===== src/rtl/core/radix_alphabet_int_formatter_assert.svh =====
// assertion macros for the radix formatter
`ifndef RADIX_ALPHABET_INT_FORMATTER_ASSERT_SVH
`define RADIX_ALPHABET_INT_FORMATTER_ASSERT_SVH
`ifndef SYNTHESIS
`define RAF_ASSERT(lbl, clk, rst_n, prop, msg) \
	lbl: assert property (@(posedge clk) disable iff (!rst_n) prop) else $error(msg);
`define RAF_ASSERT_NR(lbl, clk, prop, msg) \
	lbl: assert property (@(posedge clk) prop) else $error(msg);
`else
`define RAF_ASSERT(lbl, clk, rst_n, prop, msg)
`define RAF_ASSERT_NR(lbl, clk, prop, msg)
`endif
`endif


===== src/rtl/core/rafmt_pkg.sv =====
// shared types, constants and helpers for the radix formatter
`default_nettype none
package rafmt_pkg;
	localparam int DATA_W        = 32;
	localparam int RADIX_W       = 5;
	localparam int ALPHA_W       = 64;
	localparam int SYM_W         = 8;
	localparam int SYM_IDX_W     = 4;
	localparam int MAX_DIGITS    = 32;
	localparam int CNT_W         = 6;
	localparam int PTR_W         = 5;
	localparam int DIV_BITS      = 8;
	localparam int CFG_IDX_W     = 2;
	localparam int MAX_RADIX_DEF = 16;

	localparam logic [RADIX_W-1:0] RADIX_RESET    = 5'd10;
	localparam logic [ALPHA_W-1:0] ALPHA_LO_RESET = 64'h3736353433323130;
	localparam logic [ALPHA_W-1:0] ALPHA_HI_RESET = 64'h4645444342413938;
	localparam logic [SYM_W-1:0]   SYM_PLUS       = 8'h2B;
	localparam logic [SYM_W-1:0]   SYM_MINUS      = 8'h2D;

	typedef enum logic [CFG_IDX_W-1:0] {
		REG_RADIX    = 2'd0,
		REG_ALPHA_LO = 2'd1,
		REG_ALPHA_HI = 2'd2
	} cfg_reg_t;

	typedef enum logic [2:0] {
		ST_IDLE,
		ST_CHECK,
		ST_DIVIDE,
		ST_SIGN,
		ST_EMIT
	} state_t;

	function automatic logic [SYM_W-1:0] symbol_of(
		input logic [ALPHA_W-1:0]   lo,
		input logic [ALPHA_W-1:0]   hi,
		input logic [SYM_IDX_W-1:0] d
	);
		logic [ALPHA_W-1:0] word;
		word = d[SYM_IDX_W-1] ? hi : lo;
		return word[d[SYM_IDX_W-2:0]*SYM_W +: SYM_W];
	endfunction
endpackage
`default_nettype wire


===== src/rtl/core/rafmt_value_if.sv =====
// input channel: one signed integer per beat
`default_nettype none
interface rafmt_value_if;
	logic                                valid;
	logic                                ready;
	logic signed [rafmt_pkg::DATA_W-1:0] value;

	modport source (output valid, output value, input ready);
	modport sink (input valid, input value, output ready);
endinterface
`default_nettype wire


===== src/rtl/core/rafmt_symbol_if.sv =====
// output channel: one character per beat
`default_nettype none
interface rafmt_symbol_if;
	logic                         valid;
	logic                         ready;
	logic [rafmt_pkg::SYM_W-1:0]  symbol;
	logic                         last;

	modport source (output valid, output symbol, output last, input ready);
	modport sink (input valid, input symbol, input last, output ready);
endinterface
`default_nettype wire


===== src/rtl/core/radix_alphabet_int_formatter.sv =====
// top level: signed integer to text in a configured radix and alphabet
//
//  channel    dir   payload            handshake
//  value_ch   sink  value[31:0] s      valid/ready
//  symbol_ch  src   symbol[7:0], last  valid/ready
//  cfg        in    cfg_index, cfg_data write enable, no stall
//
// one item: accept, an alphabet check of each used symbol in turn, then each digit from the
// shared divider (8 quotient bits a cycle), then one output character per cycle unless stalled
// an invalid radix or alphabet ends the item after the check with no characters
// output register holds a character while symbol_ch stalls; next item accepted once the last is loaded
// reset puts the registers at radix 10 and alphabet 0-9A-F
`default_nettype none
`include "radix_alphabet_int_formatter_assert.svh"
module radix_alphabet_int_formatter #(
	parameter int MAX_RADIX = rafmt_pkg::MAX_RADIX_DEF
) (
	input  wire logic                              clk,
	input  wire logic                              arst_n,
	input  wire logic                              cfg_we,
	input  wire logic [rafmt_pkg::CFG_IDX_W-1:0]   cfg_index,
	input  wire logic [rafmt_pkg::ALPHA_W-1:0]     cfg_data,
	rafmt_value_if.sink                            value_ch,
	rafmt_symbol_if.source                         symbol_ch
);
	localparam int DIG_W = $clog2(MAX_RADIX);

	logic [rafmt_pkg::RADIX_W-1:0] radix_q;
	logic [rafmt_pkg::ALPHA_W-1:0] alpha_lo_q;
	logic [rafmt_pkg::ALPHA_W-1:0] alpha_hi_q;

	rafmt_pkg::state_t state_q, state_d;

	logic [DIG_W-1:0]              i_q;
	logic [rafmt_pkg::CNT_W-1:0]   nd_q;
	logic                          neg_q;
	logic [rafmt_pkg::DATA_W-1:0]  mag_q;
	logic [DIG_W-1:0]              digits_q [rafmt_pkg::MAX_DIGITS];

	logic                          out_valid_q;
	logic [rafmt_pkg::SYM_W-1:0]   symbol_q;
	logic                          last_q;

	logic                          accept;
	logic                          slot_free;
	logic                          bad;
	logic                          last_i;
	logic                          stop;
	logic [rafmt_pkg::SYM_W-1:0]   chk_sym;
	logic [rafmt_pkg::CNT_W-1:0]   rd_idx;

	logic                          div_start;
	logic                          div_done;
	logic [rafmt_pkg::DATA_W-1:0]  div_dividend;
	logic [rafmt_pkg::DATA_W-1:0]  div_quot;
	logic [DIG_W-1:0]              div_rem;

	logic                          ready_d;
	logic                          out_load;
	logic [rafmt_pkg::SYM_W-1:0]   sym_d;
	logic                          last_d;

	// configuration registers
	always_ff @(posedge clk or negedge arst_n) begin
		if (!arst_n) begin
			radix_q    <= rafmt_pkg::RADIX_RESET;
			alpha_lo_q <= rafmt_pkg::ALPHA_LO_RESET;
			alpha_hi_q <= rafmt_pkg::ALPHA_HI_RESET;
		end else if (cfg_we) begin
			unique case (rafmt_pkg::cfg_reg_t'(cfg_index))
				rafmt_pkg::REG_RADIX:    radix_q    <= cfg_data[rafmt_pkg::RADIX_W-1:0];
				rafmt_pkg::REG_ALPHA_LO: alpha_lo_q <= cfg_data;
				rafmt_pkg::REG_ALPHA_HI: alpha_hi_q <= cfg_data;
				default: ;
			endcase
		end
	end

	assign accept    = value_ch.valid && ready_d;
	assign slot_free = !out_valid_q || symbol_ch.ready;
	assign chk_sym   = rafmt_pkg::symbol_of(alpha_lo_q, alpha_hi_q,
		rafmt_pkg::SYM_IDX_W'(i_q));
	assign rd_idx    = nd_q - rafmt_pkg::CNT_W'(1);
	assign last_i    = rafmt_pkg::RADIX_W'(i_q) == (radix_q - rafmt_pkg::RADIX_W'(1));
	assign stop      = (div_quot == '0) ||
		(nd_q == rafmt_pkg::CNT_W'(rafmt_pkg::MAX_DIGITS - 1));

	// check: radix in range, symbol i not a sign and unlike all earlier ones
	always_comb begin
		logic dup;
		dup = 1'b0;
		for (int j = 0; j < MAX_RADIX; j++) begin
			if ((rafmt_pkg::SYM_IDX_W'(j) < rafmt_pkg::SYM_IDX_W'(i_q)) &&
				(rafmt_pkg::symbol_of(alpha_lo_q, alpha_hi_q,
					rafmt_pkg::SYM_IDX_W'(j)) == chk_sym)) begin
				dup = 1'b1;
			end
		end
		bad = (radix_q < rafmt_pkg::RADIX_W'(2)) ||
			(radix_q > rafmt_pkg::RADIX_W'(MAX_RADIX)) ||
			(chk_sym == rafmt_pkg::SYM_PLUS) || (chk_sym == rafmt_pkg::SYM_MINUS) || dup;
	end

	// next state
	always_comb begin
		state_d = state_q;
		unique case (state_q)
			rafmt_pkg::ST_IDLE: begin
				if (accept) state_d = rafmt_pkg::ST_CHECK;
			end
			rafmt_pkg::ST_CHECK: begin
				if (bad) state_d = rafmt_pkg::ST_IDLE;
				else if (last_i) state_d = rafmt_pkg::ST_DIVIDE;
			end
			rafmt_pkg::ST_DIVIDE: begin
				if (div_done && stop) begin
					state_d = neg_q ? rafmt_pkg::ST_SIGN : rafmt_pkg::ST_EMIT;
				end
			end
			rafmt_pkg::ST_SIGN: begin
				if (slot_free) state_d = rafmt_pkg::ST_EMIT;
			end
			rafmt_pkg::ST_EMIT: begin
				if (slot_free && nd_q == rafmt_pkg::CNT_W'(1)) state_d = rafmt_pkg::ST_IDLE;
			end
			default: state_d = rafmt_pkg::ST_IDLE;
		endcase
	end

	// sequencer outputs
	always_comb begin
		ready_d      = 1'b0;
		div_start    = 1'b0;
		div_dividend = mag_q;
		out_load     = 1'b0;
		sym_d        = rafmt_pkg::symbol_of(alpha_lo_q, alpha_hi_q,
			rafmt_pkg::SYM_IDX_W'(digits_q[rd_idx[rafmt_pkg::PTR_W-1:0]]));
		last_d       = 1'b0;
		unique case (state_q)
			rafmt_pkg::ST_IDLE: ready_d = 1'b1;
			rafmt_pkg::ST_CHECK: div_start = !bad && last_i;
			rafmt_pkg::ST_DIVIDE: begin
				div_dividend = div_quot;
				div_start    = div_done && !stop;
			end
			rafmt_pkg::ST_SIGN: begin
				out_load = slot_free;
				sym_d    = rafmt_pkg::SYM_MINUS;
			end
			rafmt_pkg::ST_EMIT: begin
				out_load = slot_free;
				last_d   = nd_q == rafmt_pkg::CNT_W'(1);
			end
			default: ;
		endcase
	end

	always_ff @(posedge clk or negedge arst_n) begin
		if (!arst_n) begin
			state_q <= rafmt_pkg::ST_IDLE;
			i_q     <= '0;
			nd_q    <= '0;
			neg_q   <= 1'b0;
		end else begin
			state_q <= state_d;
			unique case (state_q)
				rafmt_pkg::ST_IDLE: begin
					if (accept) begin
						i_q   <= '0;
						nd_q  <= '0;
						neg_q <= value_ch.value[rafmt_pkg::DATA_W-1];
					end
				end
				rafmt_pkg::ST_CHECK: i_q <= i_q + DIG_W'(1);
				rafmt_pkg::ST_DIVIDE: begin
					if (div_done) nd_q <= nd_q + rafmt_pkg::CNT_W'(1);
				end
				rafmt_pkg::ST_EMIT: begin
					if (slot_free) nd_q <= nd_q - rafmt_pkg::CNT_W'(1);
				end
				default: ;
			endcase
		end
	end

	always_ff @(posedge clk) begin
		if (accept) begin
			mag_q <= value_ch.value[rafmt_pkg::DATA_W-1] ?
				(rafmt_pkg::DATA_W'(0) - rafmt_pkg::DATA_W'(value_ch.value)) :
				rafmt_pkg::DATA_W'(value_ch.value);
		end
		if (state_q == rafmt_pkg::ST_DIVIDE && div_done) begin
			digits_q[nd_q[rafmt_pkg::PTR_W-1:0]] <= div_rem;
		end
	end

	// output register
	always_ff @(posedge clk or negedge arst_n) begin
		if (!arst_n) begin
			out_valid_q <= 1'b0;
		end else if (out_load) begin
			out_valid_q <= 1'b1;
		end else if (symbol_ch.ready) begin
			out_valid_q <= 1'b0;
		end
	end

	always_ff @(posedge clk) begin
		if (out_load) begin
			symbol_q <= sym_d;
			last_q   <= last_d;
		end
	end

	rafmt_div #(
		.MAX_RADIX (MAX_RADIX)
	) u_div (
		.clk       (clk),
		.arst_n    (arst_n),
		.start     (div_start),
		.dividend  (div_dividend),
		.divisor   (radix_q),
		.done      (div_done),
		.quotient  (div_quot),
		.remainder (div_rem)
	);

	assign value_ch.ready   = ready_d;
	assign symbol_ch.valid  = out_valid_q;
	assign symbol_ch.symbol = symbol_q;
	assign symbol_ch.last   = last_q;

	`RAF_ASSERT(a_accept_to_check, clk, arst_n, accept |=> state_q == rafmt_pkg::ST_CHECK, "accepted beat did not start the check")
	`RAF_ASSERT(a_done_in_divide, clk, arst_n, div_done |-> state_q == rafmt_pkg::ST_DIVIDE, "divider finished outside the divide phase")
	`RAF_ASSERT(a_last_ends_item, clk, arst_n, (out_load && last_d) |=> state_q == rafmt_pkg::ST_IDLE, "last character did not end the item")
	`RAF_ASSERT(a_digit_bound, clk, arst_n, nd_q <= rafmt_pkg::CNT_W'(rafmt_pkg::MAX_DIGITS), "digit count overran the store")
endmodule
`default_nettype wire


===== src/rtl/core/rafmt_div.sv =====
// multi-cycle divider of a 32-bit word by the radix, several quotient bits per cycle
`default_nettype none
module rafmt_div #(
	parameter int MAX_RADIX = rafmt_pkg::MAX_RADIX_DEF
) (
	input  wire logic                             clk,
	input  wire logic                             arst_n,
	input  wire logic                             start,
	input  wire logic [rafmt_pkg::DATA_W-1:0]     dividend,
	input  wire logic [rafmt_pkg::RADIX_W-1:0]    divisor,
	output logic                                  done,
	output logic [rafmt_pkg::DATA_W-1:0]          quotient,
	output logic [$clog2(MAX_RADIX)-1:0]          remainder
);
	localparam int DIG_W  = $clog2(MAX_RADIX);
	localparam int STEPS  = rafmt_pkg::DATA_W / rafmt_pkg::DIV_BITS;
	localparam int STEP_W = (STEPS > 1) ? $clog2(STEPS) : 1;

	logic [rafmt_pkg::DATA_W-1:0] work_q, work_d;
	logic [DIG_W-1:0]             rem_q, rem_d;
	logic [STEP_W-1:0]            cnt_q;
	logic                         busy_q;
	logic                         done_q;

	always_comb begin
		logic [DIG_W:0]                part;
		logic [rafmt_pkg::RADIX_W-1:0] diff;
		logic [DIG_W-1:0]              r;
		logic [rafmt_pkg::DATA_W-1:0]  w;
		r    = rem_q;
		w    = work_q;
		part = '0;
		diff = '0;
		for (int k = 0; k < rafmt_pkg::DIV_BITS; k++) begin
			part = {r, w[rafmt_pkg::DATA_W-1]};
			w    = {w[rafmt_pkg::DATA_W-2:0], 1'b0};
			diff = rafmt_pkg::RADIX_W'(part) - divisor;
			if (rafmt_pkg::RADIX_W'(part) >= divisor) begin
				w[0] = 1'b1;
				r    = diff[DIG_W-1:0];
			end else begin
				r = part[DIG_W-1:0];
			end
		end
		work_d = w;
		rem_d  = r;
	end

	always_ff @(posedge clk or negedge arst_n) begin
		if (!arst_n) begin
			busy_q <= 1'b0;
			done_q <= 1'b0;
			cnt_q  <= '0;
		end else begin
			done_q <= 1'b0;
			if (start) begin
				busy_q <= 1'b1;
				cnt_q  <= '0;
			end else if (busy_q) begin
				cnt_q <= cnt_q + STEP_W'(1);
				if (cnt_q == STEP_W'(STEPS - 1)) begin
					busy_q <= 1'b0;
					done_q <= 1'b1;
				end
			end
		end
	end

	always_ff @(posedge clk) begin
		if (start) begin
			work_q <= dividend;
			rem_q  <= '0;
		end else if (busy_q) begin
			work_q <= work_d;
			rem_q  <= rem_d;
		end
	end

	assign done      = done_q;
	assign quotient  = work_q;
	assign remainder = rem_q;
endmodule
`default_nettype wire


===== src/flat_wrapper.sv =====
// flat-port wrapper written by rule: the top's interface ports become plain ports
module radix_alphabet_int_formatter_flat 
#(
	parameter int MAX_RADIX = rafmt_pkg::MAX_RADIX_DEF
)
  (clk, arst_n, cfg_we, cfg_index, cfg_data, value_ch_valid, value_ch_value, value_ch_ready, symbol_ch_valid, symbol_ch_symbol, symbol_ch_last, symbol_ch_ready);
  rafmt_value_if value_ch_i ();
  rafmt_symbol_if symbol_ch_i ();
  input  wire logic clk;
  input  wire logic arst_n;
  input  wire logic cfg_we;
  input  wire logic [rafmt_pkg::CFG_IDX_W-1:0] cfg_index;
  input  wire logic [rafmt_pkg::ALPHA_W-1:0] cfg_data;
  input wire logic [$bits(value_ch_i.valid)-1:0] value_ch_valid;
  input wire logic [$bits(value_ch_i.value)-1:0] value_ch_value;
  output wire logic [$bits(value_ch_i.ready)-1:0] value_ch_ready;
  output wire logic [$bits(symbol_ch_i.valid)-1:0] symbol_ch_valid;
  output wire logic [$bits(symbol_ch_i.symbol)-1:0] symbol_ch_symbol;
  output wire logic [$bits(symbol_ch_i.last)-1:0] symbol_ch_last;
  input wire logic [$bits(symbol_ch_i.ready)-1:0] symbol_ch_ready;
  assign value_ch_i.valid = value_ch_valid;
  assign value_ch_i.value = value_ch_value;
  assign value_ch_ready = value_ch_i.ready;
  assign symbol_ch_valid = symbol_ch_i.valid;
  assign symbol_ch_symbol = symbol_ch_i.symbol;
  assign symbol_ch_last = symbol_ch_i.last;
  assign symbol_ch_i.ready = symbol_ch_ready;
  radix_alphabet_int_formatter #(.MAX_RADIX(MAX_RADIX)) u_core (.clk(clk), .arst_n(arst_n), .cfg_we(cfg_we), .cfg_index(cfg_index), .cfg_data(cfg_data), .value_ch(value_ch_i), .symbol_ch(symbol_ch_i));
endmodule

===== config.mk =====
export PLATFORM = sky130hd
export DESIGN_NAME = radix_alphabet_int_formatter_flat
export DESIGN_NICKNAME = d
export VERILOG_FILES = /design/src/rtl/core/rafmt_pkg.sv /design/src/rtl/core/rafmt_value_if.sv /design/src/rtl/core/rafmt_symbol_if.sv /design/src/rtl/core/radix_alphabet_int_formatter.sv /design/src/rtl/core/rafmt_div.sv /design/src/flat_wrapper.sv
export VERILOG_INCLUDE_DIRS = /design/src /design/src/rtl/core
export SDC_FILE = /design/constraint.sdc
export NUM_CORES = 1
export LEC_CHECK = 0
export BUFFER_PORTS_ARGS = -buffer_cell sky130_fd_sc_hd__clkbuf_2
export CORE_MARGIN = 2
export CORE_UTILIZATION = 45
export CTS_BUF_LIST = sky130_fd_sc_hd__clkbuf_4 sky130_fd_sc_hd__clkbuf_8 sky130_fd_sc_hd__clkbuf_16
export DETAILED_ROUTE_END_ITERATION = 16
export GPL_TIMING_DRIVEN = 1
export PLACE_DENSITY = 0.75
export SYNTH_ARGS = -nofsm -noshare
export SYNTH_HDL_FRONTEND = slang
export SYNTH_SLANG_ARGS = --single-unit

===== constraint.sdc =====
create_clock -name clk -period 12.2 [get_ports clk]
set_input_delay 1.22 -clock clk [delete_from_list [all_inputs] [get_ports clk]]
set_output_delay 1.22 -clock clk [all_outputs]
set_load 0.005 [all_outputs]

* Word level (Yosys, flattened, before mapping)
Memory sizes are Yosys's and may differ from the RTL's.
Cells that the tools add are included.
** Word-level totals
- Register bits after elaboration :: 229
- Memory bits (writable) :: 128
- Output and inout bits :: 11
- Memories :: 1
** Operators by class
- $add $sub $neg :: 14
- $lt $le $gt $ge :: 26
- Eq/ne operators :: 36
- Shift operators :: 2
- Muxes and demuxes :: 67
- Reductions and logical operators :: 47
** Memories
- u_core.digits_q :: depth 32, bits a word 4, rd ports 1, clocked after Yosys merged registers in 0, wr ports 1, RTL line radix_alphabet_int_formatter.sv:38 : logic [DIG_W-1:0] digits_q [rafmt_pkg::MAX_DIGITS];
** Operators by type and width (number)
- $eq A8 B8 Y1 :: 16
- $mux W64 :: 2
- $shiftx A64 B7 Y8 :: 2
- $mux W32 :: 3
- $ge A5 B5 Y1 :: 8
- $mux W1 :: 36
- $mux W4 :: 9
- $logic_not A32 Y1 :: 1
- $lt A4 B4 Y1 const A :: 8
- $sub A1 B32 Y32 const A :: 1
- $sub A4 B4 Y4 :: 8
- $mux W31 :: 1
- $logic_and A1 B1 Y1 :: 22
- $mux W3 :: 7
- $mux W6 :: 3
- $pmux W6 S3 :: 1
- $eq A8 B6 Y1 const B :: 2
- $lt A3 B4 Y1 const A :: 4
- $pmux W3 S5 :: 1
- $reduce_and A2 Y1 :: 6
- $ne A2 B1 Y1 const B :: 5
- $lt A1 B4 Y1 const A :: 2
- $lt A2 B4 Y1 const A :: 2
- $pmux W4 S2 :: 1
- 28 further kinds :: 41

* Depth between registers and ports, before layout
Gate-level depths: netlist (run 1).
- Depth in word-level cells :: 26
- Gate-level depth with buffers :: 72

* Cells and area by module
A second synthesis (run 1) with hierarchy kept.
** Unflattened totals
- Cells, all modules :: 1992
- Area total of the unflattened synthesis :: 22350.2 sq um
** Modules (own cells, without submodules)
- radix_alphabet_int_formatter :: instances 1, cells an instance 1650, area an instance 18819.3 sq um, seq. area each 8843.5 sq um
- rafmt_div :: instances 1, cells an instance 342, area an instance 3530.9 sq um, seq. area each 1141.1 sq um

* Worst setup path before layout (run 1)
Ideal clock, no wire load.
- Path kind :: reg-to-reg
- Start :: register u_core.radix_q[1] (netlist name)
- End :: register u_core.u_div.rem_q[1] (netlist: u_core.u_div.remainder[1])
- Setup time :: 0.135 ns
- Arrival time :: 12.633 ns
- Required time :: 12.065 ns
- Path slack :: -0.568 ns
- Stages on the path, launching flop included :: 72
- Cell sequence :: dfstp_2 -> inv_1 -> ha_1 -> a21o_1 -> a21o_1 -> a31o_2 -> a21o_1 -> a21o_1 -> mux2_2 -> inv_1 -> ha_1 -> nor2b_1 -> o21ai_0 -> nand2b_1 -> a31o_2 -> a21o_1 -> a21o_1 -> mux2_2 -> [... 36 more ...] -> nor2b_1 -> o21ai_0 -> nand2b_1 -> a31o_2 -> a21o_1 -> a21o_1 -> mux2i_1 -> ha_1 -> o21ai_0 -> nand2b_1 -> a21oi_1 -> nor2b_1 -> o21ai_0 -> nand2b_1 -> clkbuf_1 -> mux2_2 -> mux2i_1 -> nor3_1
** Between the ends
- Longest elaborated chain between the ends :: 16
** RTL lines
- start: declaration :: RTL line radix_alphabet_int_formatter.sv:28 : logic [rafmt_pkg::RADIX_W-1:0] radix_q;
- start signal: assignment :: RTL line radix_alphabet_int_formatter.sv:66 : radix_q <= rafmt_pkg::RADIX_RESET;
- start signal: assignment :: RTL line radix_alphabet_int_formatter.sv:71 : rafmt_pkg::REG_RADIX: radix_q <= cfg_data[rafmt_pkg::RADIX_W-1:0];
- $sub A4 B4 Y4 or $ge A5 B5 Y1 (tied branches) :: RTL line rafmt_div.sv:37, rafmt_div.sv:38
- $mux W4 :: RTL line rafmt_div.sv:38 : if (rafmt_pkg::RADIX_W'(part) >= divisor) begin
- $sub A4 B4 Y4 or $ge A5 B5 Y1 (tied branches) :: RTL line rafmt_div.sv:37, rafmt_div.sv:38
- $mux W4 :: RTL line rafmt_div.sv:38
- $sub A4 B4 Y4 or $ge A5 B5 Y1 (tied branches) :: RTL line rafmt_div.sv:37, rafmt_div.sv:38
- $mux W4 :: RTL line rafmt_div.sv:38
- $ge A5 B5 Y1 or $sub A4 B4 Y4 (tied branches) :: RTL line rafmt_div.sv:38, rafmt_div.sv:37
- $mux W4 :: RTL line rafmt_div.sv:38
- $sub A4 B4 Y4 or $ge A5 B5 Y1 (tied branches) :: RTL line rafmt_div.sv:37, rafmt_div.sv:38
- $mux W4 :: RTL line rafmt_div.sv:38
- $sub A4 B4 Y4 or $ge A5 B5 Y1 (tied branches) :: RTL line rafmt_div.sv:37, rafmt_div.sv:38
- $mux W4 :: RTL line rafmt_div.sv:38
- $ge A5 B5 Y1 or $sub A4 B4 Y4 (tied branches) :: RTL line rafmt_div.sv:38, rafmt_div.sv:37
- $mux W4 :: RTL line rafmt_div.sv:38
- $sub A4 B4 Y4 or $ge A5 B5 Y1 (tied branches) :: RTL line rafmt_div.sv:37, rafmt_div.sv:38
- $mux W4 :: RTL line rafmt_div.sv:38
- end signal: assignment :: RTL line rafmt_div.sv:75 : rem_q <= rem_d;
- end: declaration :: RTL line rafmt_div.sv:20 : logic [DIG_W-1:0] rem_q, rem_d;
Parallel ways exist; a longest one is shown, timed or not.
A chain may end at the register's enable or synchronous reset.

* Worst setup path in the final report (run 1)
- Start :: register u_core.radix_q[1] (netlist name)
- End :: register u_core.u_div.rem_q[2] (netlist: u_core.u_div.remainder[2])
Same word-level chain as after synthesis.

==> impl_metrics.json, run 1 <==
{
  "fin_util_pct": 51.8,
  "required_ns": 12.63,
  "synth_edf_count": 201,
  "grtUsageMet2_pct": 42.1,
  "cts_root_buf": "clkbuf_16",
  "fp.dieW_um": 224,
  "grtUsageMet3_pct": 4.76,
  "antenna_found_initial": 6,
  "crit_path_top_delay_cell": "dfstp_2",
  "critPathMaxStageDelay_ns": 0.55,
  "syn_to_final_growth_pct": 13.6,
  "rows": 80,
  "nets": 2086,
  "timing.final.ws_setup_ns": -0.148,
  "cts_tree": "yes",
  "top_usage_layer": "met2",
  "wirelength_um": 61800,
  "max_freq_mhz": 81.0,
  "clock_skew_ns": 0.0256,
  "final_common_cell": "edfxtp_1",
  "grt_pass1_wl_um": 93800,
  "ys_types": 98,
  "syn_nets": 1946,
  "start_util_pct": 45.6,
  "timing.slew.headroom_pct": 21.1,
  "grt_setup_unrepaired": "true",
  "final_cell_mix": "edfxtp_1 (201), mux2_2 (168), clkbuf_2 (112), xnor2_1 (98), dfrtp_1 (97)",
  "setup_viol": 5,
  "h-tree-depth": 2,
  "grt_pass1_vias": 15869,
  "fin_crit_sh_pct": 101,
  "drt-vias-per-instance": 6.12,
  "via_count": 15721,
  "cts.path.max_buffers": 3,
  "drtPass1Iterations": 6,
  "hold_path.class": "register to register",
  "path_clk_slew_ns": 0.06,
  "gp_congestion": 0.970,
  "tightest_slew_ns": 1.18,
  "io_pins": 114,
  "outcome": "complete, but fails checks",
  "ys_ff_latch": 357,
  "cap_violations": 0,
  "drv_slew": 0,
  "cp_data_arrival_time_ns": 12.78,
  "yosysWarnings": 0,
  "drt_iter0_drc": 1506,
  "cp-start-kind": "register",
  "use_met1_pct": 30.0,
  "drive_gt1_share_pct": 33.0,
  "critPathCaptureType": "register",
  "clock_sinks": 357,
  "syn_area_um2": 21700,
  "cp_common_cell": "buf_4",
  "grt_start_max_net_pins": 84,
  "port_buffers": 113,
  "grt_overflow": 0,
  "violations": "negative setup slack",
  "grt_usage_pct": 24.2,
  "path_class": "register to register",
  "syn_area_per_cell_um2": 12.2,
  "core_um2": 47600,
  "route.detailed.drc": 0,
  "synthCells": 1784,
  "hold_violations": 0,
  "wire_per_inst_um": 24.1,
  "async_reset_ff_share_pct": 42.6,
  "seq_area_frac_synth_pct": 46.0,
  "finalWorstPathRequiredPeriod_ns": 12.35,
  "cts_buffers": 37,
  "insertion_delay_ns": 0.55,
  "ant_nets": 0,
  "worst-path-max-fanout": 5,
  "ys.flop_type": "edfxtp_1",
  "die_area_um2": 50000,
  "hpwl_um": 44200,
  "die_h_um": 224
}
==> synthesized netlist by cell type (5+ instances only) <==
library cell	count	area share (%)
clkbuf_1	43	0.74
mux2_2	176	9.1
a31o_2	5	0.20
or2_2	9	0.26
a211oi_1	42	1.5
buf_4	11	0.38
dfstp_2	52	6.3
a22oi_1	16	0.55
nor2_1	67	1.2
fa_1	8	0.74
xnor2_1	98	4.0
buf_2	20	0.46
a31oi_1	9	0.26
nor4_1	16	0.46
o22ai_1	10	0.29
or4_1	9	0.31
edfxtp_1	201	28
nor3_2	6	0.28
ha_1	51	2.9
nand3b_1	8	0.28
a22o_1	21	0.85
buf_6	5	0.26
mux2_4	26	1.8
and3_1	10	0.29
mux4_2	47	4.9
inv_1	46	0.80
o31ai_1	9	0.31
nand4_1	17	0.49
a21oi_1	59	1.4
and2_1	9	0.26
mux2i_1	81	3.7
dfrtp_1	100	12
nand2_1	88	1.5
o41ai_1	5	0.20
or3_1	30	0.86
nand3_1	36	0.83
buf_1	6	0.10
a21o_1	18	0.62
nand2b_1	12	0.35
xor2_1	44	1.8
o21ai_0	96	2.2
nor2b_1	33	0.95
nor3_1	22	0.51
o211ai_1	12	0.41
==> layer usage <==
layer  wire length [µm]  part of all wire (%)  vias up
li1                   -                     -     7099
met1              24300                    39     7792
met2              30600                    50      657
met3               4330                   7.0      163
met4               2450                   4.0       10
met5                 59                 0.096        -
==> final timing paths <==
kind / to / cells after the start / slack [ns] / startpoint
worst max-delay path: u_core.u_div.remainder[2] / 72 / -0.15 / u_core.radix_q[1]
worst min-delay path: u_core.u_div.quotient[16] / 1 / 0.55 / u_core.mag_q[16]
worst max register to register: u_core.u_div.remainder[2] / 72 / -0.15 / u_core.radix_q[1]
worst min register to register: u_core.u_div.quotient[16] / 1 / 0.55 / u_core.mag_q[16]
max in group asynchronous: u_core.i_q[3] / 2 / 10.01 / arst_n
min in group asynchronous: u_core.alpha_hi_q[45] / 1 / 0.72 / arst_n
==> critical path: cells and delay by family (launching register included) <==
family                   cells  cell delay (ns)
AO/OA/AOI/OAI               26             4.15
XOR/XNOR                     1             0.15
adder cells (fa/ha/maj)      8             1.89
buffers and inverters       16             1.80
flip-flops                   1             0.55
multiplexers                 8             2.29
AND/OR/NAND/NOR             13             1.45
==> stage by stage <==
| step | worst slack [ns] | area (µm²) | TNS, ns | instances | hold WS, ns |
|---|---|---|---|---|---|
| after floorplan | -0.260 | 21800 | -0.827 | 1784 | 0.467 |
| after global placement | 0.0436 | 22900 | 0 | 2455 | 0.522 |
| after detailed placement | -0.525 | 22900 | -2.19 | 2455 | 0.533 |
| after CTS | 0.0169 | 24400 | 0 | 2551 | 0.547 |
| after global routing | -0.661 | 24700 | -3.16 | 2567 | 0.553 |
| final | -0.148 | 24700 | -0.648 | 2568 | 0.546 |
==> area by class of cell <==
type	instances	area, µm²
Sequential cell	357	9990
Inverter	47	183
Tap cell	615	769
Timing Repair Buffer	192	1160
Fill cell	4032	23000
Multi-Input combinational cell	1289	11300
Antenna cell	1	2.50
Clock inverter	14	198
Clock buffer	53	1080
==> flip-flops by register name, indices dropped and copies added, names as in the netlist <==
| signal | cells |
|---|---|
| u_core.digits_q | 128 |
| u_core.alpha_hi_q | 64 |
| u_core.alpha_lo_q | 64 |
| u_core.mag_q | 32 |
| u_core.u_div.quotient | 32 |
| u_core.symbol_ch.symbol | 8 |
| u_core.nd_q | 6 |
| u_core.radix_q | 5 |
| u_core.i_q | 4 |
| u_core.u_div.remainder | 4 |
| u_core.state_q | 3 |
| u_core.u_div.cnt_q | 2 |
| u_core.neg_q | 1 |
| u_core.symbol_ch.last | 1 |
| u_core.symbol_ch.valid | 1 |
| u_core.u_div.busy_q | 1 |
| u_core.u_div.done | 1 |
==> repair_timing <==
action,in CTS,in global routing
endpoints found under the setup margin,5,5
gates resized for setup,2,21
hold buffers,0,0
setup buffers,29,16
pin swaps,5,17
gates cloned,0,0
==> kinds of logic (layout without fill, tap and decap cells) <==
kind of cell / count (synthesis) / count (layout) / share of synthesized area [%]
buffers and inverters: 138 / 306 / 3.27
AO/OA/AOI/OAI: 358 / 358 / 11.4
XOR/XNOR: 142 / 142 / 5.73
adder cells (fa/ha/maj): 59 / 59 / 3.68
AND/OR/NAND/NOR: 393 / 393 / 9.72
flip-flops: 357 / 357 / 46.0
multiplexers: 337 / 337 / 20.2
other: 0 / 1 / 0
Power of run 1 is not shown: default switching activity piles up to over one toggle a cycle in this logic, so the estimate is an artifact.
==> inputs of run 2 (changes only) <==
- SETUP_SLACK_MARGIN: not set -> 0.3
==> impl_metrics.json, run 2 (synthesis results as in run 1) <==
{
  "fin_setup_tns_ns": -0.841,
  "clock_sinks": 357,
  "path_class": "register to register",
  "grt_overflow": 0,
  "outcome": "complete, but fails checks",
  "hold_violations": 0,
  "drive_gt1_share_pct": 33.4,
  "fin_crit_sh_pct": 102,
  "rows": 80,
  "place_inst": 2455,
  "finalNonFillerCells": 2577,
  "rrSetupSlack_ns": -0.20,
  "fillCellCount": 4022,
  "final_common_cell": "edfxtp_1",
  "grt_usage_pct": 24.4,
  "cts_root_buf": "clkbuf_16",
  "cap_violations": 0,
  "stdcell_area_um2": 24800,
  "nets": 2095,
  "crit_path_top_delay_cell": "dfstp_2",
  "min_path_cells": 1,
  "violations": "negative setup slack",
  "placed_cell_area_um2": 22900,
  "h-tree-depth": 2,
  "drt_iter0_drc": 1511,
  "path_clk_slew_ns": 0.06,
  "grt_pass1_wl_um": 94400,
  "cts_hold_buf": 0,
  "cts.path.max_buffers": 3,
  "worst_r2r_path_depth": 70,
  "timing.slew.headroom_pct": 20.8,
  "via_count": 15833,
  "cp_common_cell": "a21o_1",
  "worst-path-max-fanout": 6,
  "setup_viol": 5,
  "critPathCaptureType": "register",
  "drtPass1Iterations": 5,
  "die_h_um": 224,
  "fp.dieW_um": 224,
  "tightest_slew_ns": 1.19,
  "grt_start_max_net_pins": 84,
  "required_ns": 12.64,
  "r2r_start": "u_core.radix_q[1]",
  "final_cell_mix": "edfxtp_1 (201), mux2_2 (167), clkbuf_2 (112), xnor2_1 (98), dfrtp_1 (97)",
  "hpwl_um": 44200,
  "reg2reg_to": "u_core.u_div.remainder[2]",
  "wire_per_inst_um": 24.1,
  "syn_to_final_growth_pct": 14.1,
  "insertion_delay_ns": 0.56,
  "max_freq_mhz": 80.7,
  "io_pins": 114,
  "cts_tree": "yes",
  "start_util_pct": 45.6,
  "drt-vias-per-instance": 6.14,
  "critPathMaxStageDelay_ns": 0.55,
  "cp-start-kind": "register",
  "clock_skew_ns": 0.0268,
  "antenna_found_initial": 6,
  "hold_path.class": "register to register",
  "grt_setup_unrepaired": "true",
  "grt_pass1_vias": 15975,
  "hold_path.startpoint": "u_core.mag_q[16]",
  "ant_nets": 0,
  "min_to": "u_core.u_div.quotient[16]",
  "cts_buffers": 37,
  "timing.final.ws_setup_ns": -0.195,
  "cp_data_arrival_time_ns": 12.83,
  "wirelength_um": 62100,
  "finalWorstPathRequiredPeriod_ns": 12.40,
  "route.detailed.drc": 0,
  "port_buffers": 113,
  "die_area_um2": 50000,
  "timing.critical_path.from": "u_core.radix_q[1]",
  "whs_ns": 0.546,
  "drv_slew": 0,
  "largest_register_ffs": 128,
  "gp_congestion": 0.970,
  "core_um2": 47600
}
==> run 2: changes by cell type in the layout (fill, tap and decap cells not counted) <==
cell / previous run / this run
mux2i_4: 4 / 5
ha_1: 42 / 41
mux2_2: 168 / 167
ha_4: 9 / 10
mux2_4: 34 / 35
buf_4: 79 / 88
mux2i_2: 9 / 8
==> run 2: final cells by class <==
class | instances | area [µm²] | share of cell area (%)
Multi-Input combinational cell | 1289 | 11300 | 45.7
Sequential cell | 357 | 9990 | 40.3
Clock inverter | 14 | 198 | 0.798
Inverter | 47 | 183 | 0.738
Antenna cell | 1 | 2.50 | 0.0101
Tap cell | 615 | 769 | 3.11
Timing Repair Buffer | 201 | 1230 | 4.98
Clock buffer | 53 | 1080 | 4.37
==> run 2: how the worst max path moves through the flow <==
stage,slack (ns),to
floorplan,-0.26,u_core.u_div.remainder[1]
global placement,0.04,u_core.u_div.remainder[1]
detailed placement,-0.52,u_core.u_div.remainder[1]
CTS,0.13,u_core.u_div.remainder[2]
global route,-0.69,u_core.u_div.remainder[0]
finish,-0.20,u_core.u_div.remainder[2]
==> run 2: through the flow <==
step,utilization (%),worst slack [ns]
floorplan,-,-0.260
global placement,48.1,0.0436
detailed placement,48.1,-0.525
CTS,51.6,0.135
global route,52.0,-0.690
finish,52.0,-0.195
==> run 2: worst max-delay path, delay by kind of cell, from the launching register on <==
family                   cells  cell delay (ns)
buffers and inverters        8             0.80
AND/OR/NAND/NOR             15             1.67
multiplexers                 8             2.29
AO/OA/AOI/OAI               31             5.13
adder cells (fa/ha/maj)      8             1.83
flip-flops                   1             0.55
==> run 2: routing by layer <==
layer	GRT usage [%]	routed length [µm]	up-vias
met3	4.72	4730	178
met2	42.4	30700	712
li1	-	-	7126
met1	30.1	24000	7807
met5	0	59	-
met4	9.12	2580	10
==> run 2: what timing repair did <==
item                                    4_1_cts  5_1_grt
endpoints found under the setup margin        5        5
hold endpoints to repair                      0        0
pin swaps                                    13       12
resized for setup                             3       22
buffers inserted                             48        6
Power of run 2 is left out for the same reason.
